==> src/sv/assert_macros.svh <==
// Assertion helpers shared by the list block.
// Each macro samples on the rising edge of clk and is quiet while arst_n is low.
`ifndef ASSERT_MACROS_SVH
`define ASSERT_MACROS_SVH

// Same-cycle implication
`define ASSERT_IMPLIES(lbl, ante, cons, msg) \
	lbl: assert property (@(posedge clk) disable iff (!arst_n) (ante) |-> (cons)) \
		else $error(msg);

// Next-cycle implication
`define ASSERT_NEXT(lbl, ante, cons, msg) \
	lbl: assert property (@(posedge clk) disable iff (!arst_n) (ante) |=> (cons)) \
		else $error(msg);

`endif

==> src/sv/ilid_pkg.sv <==
`default_nettype none

package ilid_pkg;

	// Field widths of the request and result
	localparam int OPCODE_W = 3;
	localparam int POS_W    = 5;
	localparam int VALUE_W  = 16;
	localparam int STATUS_W = 2;
	localparam int COUNT_W  = 5;

	// Default storage shape
	localparam int CAPACITY_DEF   = 16;
	localparam int DATA_WIDTH_DEF = 16;

	// Operation codes
	localparam logic [OPCODE_W-1:0] OP_ADD_FRONT = 3'd0;
	localparam logic [OPCODE_W-1:0] OP_ADD_REAR  = 3'd1;
	localparam logic [OPCODE_W-1:0] OP_REM_FRONT = 3'd2;
	localparam logic [OPCODE_W-1:0] OP_REM_REAR  = 3'd3;
	localparam logic [OPCODE_W-1:0] OP_INS_AT    = 3'd4;
	localparam logic [OPCODE_W-1:0] OP_REM_AT    = 3'd5;

	// Status codes
	localparam logic [STATUS_W-1:0] ST_OK        = 2'd0;
	localparam logic [STATUS_W-1:0] ST_UNDERFLOW = 2'd1;
	localparam logic [STATUS_W-1:0] ST_RANGE     = 2'd2;
	localparam logic [STATUS_W-1:0] ST_FULL      = 2'd3;

	// Row actions
	localparam logic [1:0] ACT_NONE = 2'd0;
	localparam logic [1:0] ACT_INS  = 2'd1;
	localparam logic [1:0] ACT_DEL  = 2'd2;

	// Where the action lands
	localparam logic [1:0] SEL_FRONT = 2'd0;
	localparam logic [1:0] SEL_REAR  = 2'd1;
	localparam logic [1:0] SEL_POS   = 2'd2;

	typedef struct packed {
		logic [OPCODE_W-1:0] opcode;
		logic [POS_W-1:0]    position;
		logic [VALUE_W-1:0]  value;
	} ilid_req_t;

	typedef struct packed {
		logic [STATUS_W-1:0] status;
		logic [VALUE_W-1:0]  removed_value;
		logic [COUNT_W-1:0]  count;
	} ilid_rsp_t;

	// Controller to datapath
	typedef struct packed {
		logic                load;
		logic [1:0]          act;
		logic [1:0]          sel;
		logic [STATUS_W-1:0] status;
	} ilid_cmd_t;

	// Datapath to controller
	typedef struct packed {
		logic empty;
		logic full;
		logic ins_pos_ok;
		logic del_pos_ok;
	} ilid_dps_t;

endpackage

`default_nettype wire

==> src/sv/ilid_ctrl.sv <==
`default_nettype none

module ilid_ctrl
	import ilid_pkg::*;
(
	input  wire logic                clk,
	input  wire logic                arst_n,
	input  wire logic                start,
	input  wire logic [OPCODE_W-1:0] opcode,
	input  wire ilid_dps_t           dps,
	output ilid_cmd_t                cmd,
	output logic                     busy,
	output logic                     done
);

	`include "assert_macros.svh"

	localparam logic ST_IDLE = 1'b0;
	localparam logic ST_RESP = 1'b1;

	logic state_q;
	logic accept;

	// The row finishes every request in the cycle it is taken
	assign busy   = 1'b0;
	assign accept = start && !busy;

	// Decide the action and the status of the request
	always_comb begin
		cmd        = '0;
		cmd.load   = accept;
		cmd.act    = ACT_NONE;
		cmd.sel    = SEL_FRONT;
		cmd.status = ST_OK;
		case (opcode)
			OP_ADD_FRONT, OP_ADD_REAR: begin
				cmd.sel = (opcode == OP_ADD_FRONT) ? SEL_FRONT : SEL_REAR;
				if (dps.full) begin
					cmd.status = ST_FULL;
				end else begin
					cmd.act = ACT_INS;
				end
			end
			OP_REM_FRONT, OP_REM_REAR: begin
				cmd.sel = (opcode == OP_REM_FRONT) ? SEL_FRONT : SEL_REAR;
				if (dps.empty) begin
					cmd.status = ST_UNDERFLOW;
				end else begin
					cmd.act = ACT_DEL;
				end
			end
			OP_INS_AT: begin
				cmd.sel = SEL_POS;
				if (!dps.ins_pos_ok) begin
					cmd.status = ST_RANGE;
				end else if (dps.full) begin
					cmd.status = ST_FULL;
				end else begin
					cmd.act = ACT_INS;
				end
			end
			OP_REM_AT: begin
				cmd.sel = SEL_POS;
				if (!dps.del_pos_ok) begin
					cmd.status = ST_RANGE;
				end else begin
					cmd.act = ACT_DEL;
				end
			end
			default: begin
				cmd.status = ST_RANGE;
			end
		endcase
		if (!accept) begin
			cmd.act = ACT_NONE;
		end
	end

	// Strobe the result in the cycle after each request
	always_ff @(posedge clk or negedge arst_n) begin
		if (!arst_n) begin
			state_q <= ST_IDLE;
		end else begin
			case (state_q)
				ST_IDLE: state_q <= accept ? ST_RESP : ST_IDLE;
				ST_RESP: state_q <= accept ? ST_RESP : ST_IDLE;
				default: state_q <= ST_IDLE;
			endcase
		end
	end

	assign done = (state_q == ST_RESP);

	`ASSERT_IMPLIES(a_no_ins_full, cmd.act == ACT_INS, !dps.full, "insert commanded while full")
	`ASSERT_IMPLIES(a_no_del_empty, cmd.act == ACT_DEL, !dps.empty, "remove commanded while empty")
	`ASSERT_NEXT(a_done_follows, start && !busy, done, "result strobe missing after request")

endmodule

`default_nettype wire

==> src/sv/ilid_dp.sv <==
`default_nettype none

module ilid_dp
	import ilid_pkg::*;
#(
	parameter int CAPACITY   = CAPACITY_DEF,
	parameter int DATA_WIDTH = DATA_WIDTH_DEF
) (
	input  wire logic      clk,
	input  wire logic      arst_n,
	input  wire ilid_req_t req,
	input  wire ilid_cmd_t cmd,
	output ilid_dps_t      dps,
	output ilid_rsp_t      rsp
);

	`include "assert_macros.svh"

	localparam int IDX_W = $clog2(CAPACITY);
	localparam int LEN_W = $clog2(CAPACITY + 1);
	localparam int CMP_W = ((LEN_W > POS_W) ? LEN_W : POS_W) + 1;

	logic [DATA_WIDTH-1:0] cell_q [CAPACITY];
	logic [LEN_W-1:0]      len_q;
	logic [LEN_W-1:0]      len_next;
	logic [CMP_W-1:0]      pos_w;
	logic [CMP_W-1:0]      len_w;
	logic [CMP_W-1:0]      pos_m1;
	logic [LEN_W-1:0]      len_m1;
	logic [IDX_W-1:0]      idx;
	logic [DATA_WIDTH-1:0] val_in;
	logic [DATA_WIDTH-1:0] rd_data;
	logic [VALUE_W-1:0]    rd_ext;
	logic [COUNT_W-1:0]    count_ext;
	logic                  do_ins;
	logic                  do_del;
	ilid_rsp_t             rsp_q;

	assign do_ins = cmd.load && (cmd.act == ACT_INS);
	assign do_del = cmd.load && (cmd.act == ACT_DEL);

	// Checks against the current length
	assign pos_w          = CMP_W'(req.position);
	assign len_w          = CMP_W'(len_q);
	assign pos_m1         = pos_w - 1'b1;
	assign len_m1         = len_q - 1'b1;
	assign dps.empty      = (len_q == '0);
	assign dps.full       = (len_q == LEN_W'(CAPACITY));
	assign dps.ins_pos_ok = (pos_w != '0) && (pos_w <= len_w + 1'b1);
	assign dps.del_pos_ok = (pos_w != '0) && (pos_w <= len_w);

	// Pick the zero-based cell index
	always_comb begin
		case (cmd.sel)
			SEL_FRONT: idx = '0;
			SEL_REAR:  idx = (cmd.act == ACT_INS) ? len_q[IDX_W-1:0] : len_m1[IDX_W-1:0];
			SEL_POS:   idx = pos_m1[IDX_W-1:0];
			default:   idx = '0;
		endcase
	end

	// Fit the value and the removed element to the storage width
	generate
		if (DATA_WIDTH <= VALUE_W) begin : g_val_narrow
			assign val_in = req.value[DATA_WIDTH-1:0];
		end else begin : g_val_wide
			assign val_in = {{(DATA_WIDTH - VALUE_W){1'b0}}, req.value};
		end
		if (DATA_WIDTH >= VALUE_W) begin : g_rd_wide
			assign rd_ext = rd_data[VALUE_W-1:0];
		end else begin : g_rd_narrow
			assign rd_ext = {{(VALUE_W - DATA_WIDTH){1'b0}}, rd_data};
		end
		if (LEN_W >= COUNT_W) begin : g_cnt_wide
			assign count_ext = len_next[COUNT_W-1:0];
		end else begin : g_cnt_narrow
			assign count_ext = {{(COUNT_W - LEN_W){1'b0}}, len_next};
		end
	endgenerate

	assign rd_data = cell_q[idx];

	// Shift each cell toward or away from the index
	genvar g;
	generate
		for (g = 0; g < CAPACITY; g++) begin : g_cell
			logic [DATA_WIDTH-1:0] from_below;
			logic [DATA_WIDTH-1:0] from_above;
			if (g == 0) begin : g_first
				assign from_below = cell_q[0];
			end else begin : g_mid_lo
				assign from_below = cell_q[g-1];
			end
			if (g == CAPACITY - 1) begin : g_last
				assign from_above = cell_q[g];
			end else begin : g_mid_hi
				assign from_above = cell_q[g+1];
			end
			always_ff @(posedge clk) begin
				if (do_ins && (IDX_W'(g) == idx)) begin
					cell_q[g] <= val_in;
				end else if (do_ins && (IDX_W'(g) > idx)) begin
					cell_q[g] <= from_below;
				end else if (do_del && (IDX_W'(g) >= idx)) begin
					cell_q[g] <= from_above;
				end
			end
		end
	endgenerate

	// Advance the length
	always_comb begin
		len_next = len_q;
		if (do_ins) begin
			len_next = len_q + 1'b1;
		end else if (do_del) begin
			len_next = len_m1;
		end
	end

	always_ff @(posedge clk or negedge arst_n) begin
		if (!arst_n) begin
			len_q <= '0;
		end else begin
			len_q <= len_next;
		end
	end

	// Hold the result for the strobe cycle
	always_ff @(posedge clk) begin
		if (cmd.load) begin
			rsp_q.status        <= cmd.status;
			rsp_q.removed_value <= do_del ? rd_ext : '0;
			rsp_q.count         <= count_ext;
		end
	end

	assign rsp = rsp_q;

	`ASSERT_IMPLIES(a_len_cap, 1'b1, len_q <= LEN_W'(CAPACITY), "length above capacity")
	`ASSERT_NEXT(a_ins_grows, do_ins, len_q == $past(len_q) + 1'b1, "insert did not grow list")
	`ASSERT_NEXT(a_err_keeps, cmd.load && (cmd.status != ST_OK), $stable(len_q), "error changed length")

endmodule

`default_nettype wire

==> src/sv/indexed_list_insert_delete.sv <==
// Channel   Handshake         Payload
// request   start / busy      req : opcode, position, value
// result    done (strobe)     rsp : status, removed_value, count
//
// A request is taken on any edge with start high and busy low; busy stays low,
// so one request per cycle is sustained.
// Its result is on rsp, with done high, in the cycle after the request.
// The row of cells shifts the entries at and beyond the index toward or away from it as the request is taken.
// Reset clears the length and the strobe state; cell contents are unknown until written.
// The receiver cannot stall: each result is taken in its strobe cycle.
`default_nettype none

module indexed_list_insert_delete
	import ilid_pkg::*;
#(
	parameter int CAPACITY   = CAPACITY_DEF,
	parameter int DATA_WIDTH = DATA_WIDTH_DEF
) (
	input  wire logic      clk,
	input  wire logic      arst_n,
	input  wire logic      start,
	input  wire ilid_req_t req,
	output logic           busy,
	output logic           done,
	output ilid_rsp_t      rsp
);

	ilid_cmd_t cmd;
	ilid_dps_t dps;

	ilid_ctrl u_ctrl (
		.clk    (clk),
		.arst_n (arst_n),
		.start  (start),
		.opcode (req.opcode),
		.dps    (dps),
		.cmd    (cmd),
		.busy   (busy),
		.done   (done)
	);

	ilid_dp #(
		.CAPACITY   (CAPACITY),
		.DATA_WIDTH (DATA_WIDTH)
	) u_dp (
		.clk    (clk),
		.arst_n (arst_n),
		.req    (req),
		.cmd    (cmd),
		.dps    (dps),
		.rsp    (rsp)
	);

endmodule

`default_nettype wire
==> config.mk <==
export PLATFORM = sky130hd
export DESIGN_NAME = indexed_list_insert_delete
export DESIGN_NICKNAME = d
export VERILOG_FILES = /design/src/sv/ilid_pkg.sv /design/src/sv/ilid_ctrl.sv /design/src/sv/ilid_dp.sv /design/src/sv/indexed_list_insert_delete.sv
export VERILOG_INCLUDE_DIRS = /design/src /design/src/sv
export SDC_FILE = /design/constraint.sdc
export NUM_CORES = 1
export LEC_CHECK = 0
export BUFFER_PORTS_ARGS = -buffer_cell sky130_fd_sc_hd__buf_2
export CAP_MARGIN = 10
export CORE_ASPECT_RATIO = 1.75
export CORE_MARGIN = 2
export CORE_UTILIZATION = 57
export CTS_CLUSTER_DIAMETER = 120
export DETAILED_ROUTE_END_ITERATION = 6
export PLACE_DENSITY = 0.81
export SLEW_MARGIN = 20
export SYNTH_ARGS = -nofsm -noshare
export SYNTH_HDL_FRONTEND = slang
export SYNTH_HIERARCHICAL = 1
export SYNTH_SLANG_ARGS = --single-unit
==> constraint.sdc <==
create_clock -name clk -period 5.5 [get_ports clk]
set_clock_uncertainty 0.05 [all_clocks]
set_input_delay 1.1 -clock clk [delete_from_list [all_inputs] [get_ports clk]]
set_output_delay 1.1 -clock clk [all_outputs]
set_load 0.05 [all_outputs]
# == Word level (Yosys, flattened, before mapping) ==
# Memory sizes are Yosys's and may differ from the RTL's. A register that Yosys moved wholly into a read port is not among the register bits.
# Cells that the tools add are included.
# totals
register_bits,13
ramBits,256
output_inout_bits,25
n_memories,1
# op_classes
add_sub_neg,4
magnitude_cmp,34
n_eq_ne,25
mux,194
bitwise,32
reduce_logical,59
# memory_table
memory,words,width,rd,rd_clocked_by_memory_dff,wr,line,source
u_dp.cell_q,16,16,17,1,16,ilid_dp.sv:23,logic [DATA_WIDTH-1:0] cell_q [CAPACITY];
# op_table
op,count
two-way mux 16 bit,32
two-way mux 1 bit,150
logical AND 1 bit,52
"== test 4 bit, first input constant",8
"greater-or-equal comparator 4 bit, first input constant",8
"> comparator 4 bit, first input constant",8
bitwise OR 1 bit,32
"== test 3 x 4 -> 1 bit, first input constant",4
"greater-or-equal comparator 3 x 4 -> 1 bit, first input constant",4
"> comparator 3 x 4 -> 1 bit, first input constant",4
case mux 4 bit (4 select lines),1
two-way mux 2 bit,6
two-way mux 5 bit,2
"== test 2 x 4 -> 1 bit, first input constant",2
"greater-or-equal comparator 1 x 4 -> 1 bit, first input constant",2
"greater-or-equal comparator 2 x 4 -> 1 bit, first input constant",2
"> comparator 1 x 4 -> 1 bit, first input constant",2
"> comparator 2 x 4 -> 1 bit, first input constant",2
case mux 2 bit (4 select lines),1
case mux 4 bit (2 select lines),1
"adder 5 x 1 -> 6 bit, second input constant",1
"== test 3 x 2 -> 1 bit, second input constant",2
"== test 3 bit, second input constant",2
<= comparator 5 x 6 -> 1 bit,1
16 further kinds,19

# == Depth between registers and ports, before layout ==
# depth
word_depth,16
ltp_mapped,25
depth_no_buf,20

# == By module ==
# The synthesis kept the hierarchy.
# by_module_without_submodules
mod,n_inst,cells_per_inst,area_each_um2,seq_area_each_um2
ilid_dp,1,1604,16682.2,8503.2
ilid_ctrl,1,18,146.4,25.0

# == Worst setup path after synthesis ==
# OpenSTA, ideal clock, no wires.
# synth_path
path_type,register -> register
start,register u_dp.len_q[0]
end,memory u_dp/cell_q[8][0] (netlist name) (enable)
setup_time_ns,0.414
arrival_ns,5.233
required_time_ns,5.036
path_slack_ns,-0.197
stages_incl_launch_ff,22
n_path_buf,3
synth_period_minus_slack_ns,5.697
cell_sequence,dfrtp_1 buf_2 inv_1 ha_1 clkbuf_1 inv_1 ha_1 nor2b_1 o21a_1 o21ai_0 nand2b_1 a21oi_1 nor2_1 nor2_1 nand2b_1 a2111oi_2 and2b_2 nor2_1 a221oi_4 nor2_1 clkbuf_1 a211oi_1
# synth_rtl
item,line,source
start: declaration,ilid_dp.sv:24,logic [LEN_W-1:0] len_q;
start signal: assignment,ilid_dp.sv:125,len_q <= len_next;
end: declaration,ilid_dp.sv:23,

==> results.md <==
- Critical path data required time: a little under 6 ns
- Critical path cell sequence: inv_1 -> ha_1 -> inv_1 -> ha_1 -> nor2b_1 -> o21a_1 -> o21ai_0 -> nand2b_1 -> a21oi_1 -> nor2_1 -> nor2_1 -> nand2b_1 -> a2111oi_2 -> buf_4 -> nand2b_1 -> buf_4 -> a311oi_1 -> a21o_2 -> buf_12 -> o22ai_1 -> a31oi_1 -> a21oi_1 -> a21oi_1
- CTS tree: done
- Status: finished clean
- Reg clk slew, reported paths: 0.07 ns
- Part of the Yosys area used for sequential elements: between 50% and 60%
- Register bit total from synthesis: between 200 and 300
- Fin crit share: 94.93%
- Slowest stage delay, CP: roughly 0.52 ns
- Syn nets: 1666
- Vias per cell: 6.831
- First-pass GRT wire length: 81.93 mm
- Nets: 1723
- Final hold vios: 0
- Sw Pwr: 0.002134 W
- H-tree depth: 1
- Setup tns final: 0 ns
- CTS Buffer Depth: 3
- Final instance area: ~0.019 sq mm
- Worst-margin pin slew: 0.9257 ns
- Worst hold path type: in2async
- Cell with the most instances after synthesis: nand2_1
- Setup crit end kind: flop
- GP Congestion: 0.9917
- Post-synth top area share: 49.78%
- Detail Route Antenna Nets: 0
- Yosys cell types: 69
- Comb power frac: around a quarter
- Leak pwr: 6.392 nW
- Reg power frac: 44.0%
- Via Count: 14230
- Gr ovfl total: 0
- Post-synth EDFFs: 279
- Vias in the first global route: 14050
- Clock power share: 30.3%
- Number of max-cap violations: 0
- Ys async rst share: 2.105%
- DRC: 0
- Largest area contributor in the netlist: edfxtp_1
- Slew HR: between 30% and 40%
- DR iter-0 viols: 1881
- Crit-path max FO: 45
- Critical setup path kind: reg2reg
- CTS Sinks: 285
- Netlist area before placement: around 0.017 sq mm
- IO Pins: 52
- Final Critical Period: 5.221 ns
- Placed inst area: between 0.015 and 0.02 sq mm
- WL/cell: roughly 26 um
- Initial Util: 57.67%
- Share of cells above drive strength 1: between 10% and 20%
- Final WL: 54.33 mm
- PwrDens: 338.6 mW/mm^2
- Detailed Routing Iterations Pass 1: 6
- Die area: slightly above 0.03 sq mm
- Post-CTS setup buffer count: 0
- Initial antenna violation count: 0
- Clock buffer count from CTS: 28
- Root Driver: clkbuf_16
- Worst vdd ir: 0.3149 mV
- RSZ-0062 raised after global routing: no
- Internal Power: 0.004339 W
- Slowest-stage cell, CP: a31oi_1
- Critical Path AT: 5.56 ns
- Most instantiated cells after synthesis: 291 x nand2_1, 279 x edfxtp_1, 215 x mux2i_1
- Final instance count without filler cells: 2083
- Total Routing Usage GR: 34.81%
- Core area: around 0.029 sq mm
- Mapped Cells: ~1600
- FILL cells: between 2000 and 2500
- Die X: 133.9 um
- Largest net degree at the start of global routing: 46
- Post-Place Cells: 2031
- N_diodes: 0
- Top cells by area, synth: edfxtp_1 50%, mux2i_1 13%, nand2_1 6.5%
- Die Y: about 230 um
- I/O Buffers: 50
- Ys flop type: edfxtp_1
- Endpoints failing setup: 0
- Syn_area_per_cell: 10.38 sq um
- Area Growth Syn to Fin: 13.58%
- Ys Warns: 6
- Max-slew violation count: 0
- Fmax: 191.5 MHz
- Cell Rows: 83
- Startpoint types: flop
- Final HPWL DP: approximately 39 mm
- Clk Latency, worst-skew pair: approximately 0.59 ns
- Switching Share: 32.97%
==> cell families after synthesis <==
family          Yosys count  share of synthesized area (%)
compound gates          440                          16.68
xor+xnor                  9                         0.4684
fa+ha+maj                17                          1.264
buf+inv                 144                          3.829
flops                   285                          50.68
mux                     247                          14.93
other cells               1                        0.02228
simple gates            479                          12.13
==> through the flow <==
stage | utilization [%] | setup WS [ns] | hold WS [ns] | total power (W)
4_1_cts | 65.41 | 0.2504 | 0.2759 | 0.006434
3_3_place_gp | 62.27 | 0.03341 | 0.4949 | 0.004442
5_1_grt | 65.50 | 0.003950 | 0.2887 | 0.006685
2_1_floorplan | - | -0.01986 | 0.4718 | 0.003870
6_report | 65.50 | 0.2788 | 0.2883 | 0.006473
3_5_place_dp | 62.27 | -0.02327 | 0.4880 | 0.004486
==> layout make-up <==
type                            instances  area, sq um  area share (%)
Tap cell                              382        478.0           2.500
Clock buffer                           33        719.4           3.764
Inverter                               18        67.56          0.3535
Multi-Input combinational cell       1193         7789           40.75
Sequential cell                       285         8528           44.62
Timing Repair Buffer                  153         1336           6.991
Clock inverter                         19        196.4           1.028
==> flip-flops by register name, summed over array words and instances (netlist names) <==
signal	count
u_dp/len_q	5
u_dp/rsp	23
u_ctrl/done	1
u_dp/cell_q	256
==> worst paths after layout <==
path,startpoint,endpoint,slack [ns],cells past startpoint
max,u_dp/len_q[1],u_dp/rsp[9],0.28,23
min,arst_n,u_dp/len_q[3],0.29,1
max reg2reg,u_dp/len_q[1],u_dp/rsp[9],0.28,23
min reg2reg,u_dp/len_q[0],u_dp/len_q[0],0.50,1
max in group asynchronous,arst_n,u_ctrl/done,4.96,1
min in group clk,u_dp/len_q[0],u_dp/len_q[0],0.50,1
==> critical path, delay by kind of cell, from the launching register on <==
family                   cells  cell delay [ns]
AND/OR/NAND/NOR              6             0.58
AO/OA/AOI/OAI               10             2.45
flip-flops                   1             0.50
adder cells (fa/ha/maj)      2             0.61
buffers and inverters        5             0.82
==> cell usage in the layout (no fill, tap or decap), drive strengths merged, types with 5 or more instances in the layout <==
master,Yosys,layout
buf,39,153
a311oi,14,14
or2,5,5
o21ai,190,190
mux2i,215,215
o22ai,17,17
a31oi,24,24
and2,12,12
a221oi,15,15
ha,17,17
nand3,25,25
o31a,11,11
nor3,5,5
nor2,111,111
o221ai,26,26
edfxtp,279,279
dfrtp,6,6
a221o,15,15
xnor2,7,7
nand2b,9,9
a211oi,5,5
nand2,291,291
a21oi,101,101
o21a,6,6
clkinv,0,13
inv,18,19
clkbuf,87,33
mux2,32,32
==> layer usage <==
layer  share of wire, %  vias to the layer above  global-route usage, %
li1                   -                     6154                      -
met2                 48                     1039                  58.49
met1                 34                     6689                  40.06
met5                  0                        -                      0
met3                8.9                      348                  5.381
met4                9.0                        0                  25.57
==> power groups by stage <==
stage	combinational [W]	sequential (W)	clock (W)
final	0.00166	0.00285	0.00196
after global routing	0.00176	0.00286	0.00206
after CTS	0.00161	0.00284	0.00198
after detailed placement	0.00161	0.00288	0
after global placement	0.00157	0.00288	0
after floorplan	0.000994	0.00288	0
==> what timing repair did <==
action | CTS | global route
hold endpoints to repair | 0 | 0
hold buffers | 0 | 0
resized for setup | 0 | 1
setup endpoints to repair | 0 | 1
Power figures use the tool's default switching activity.
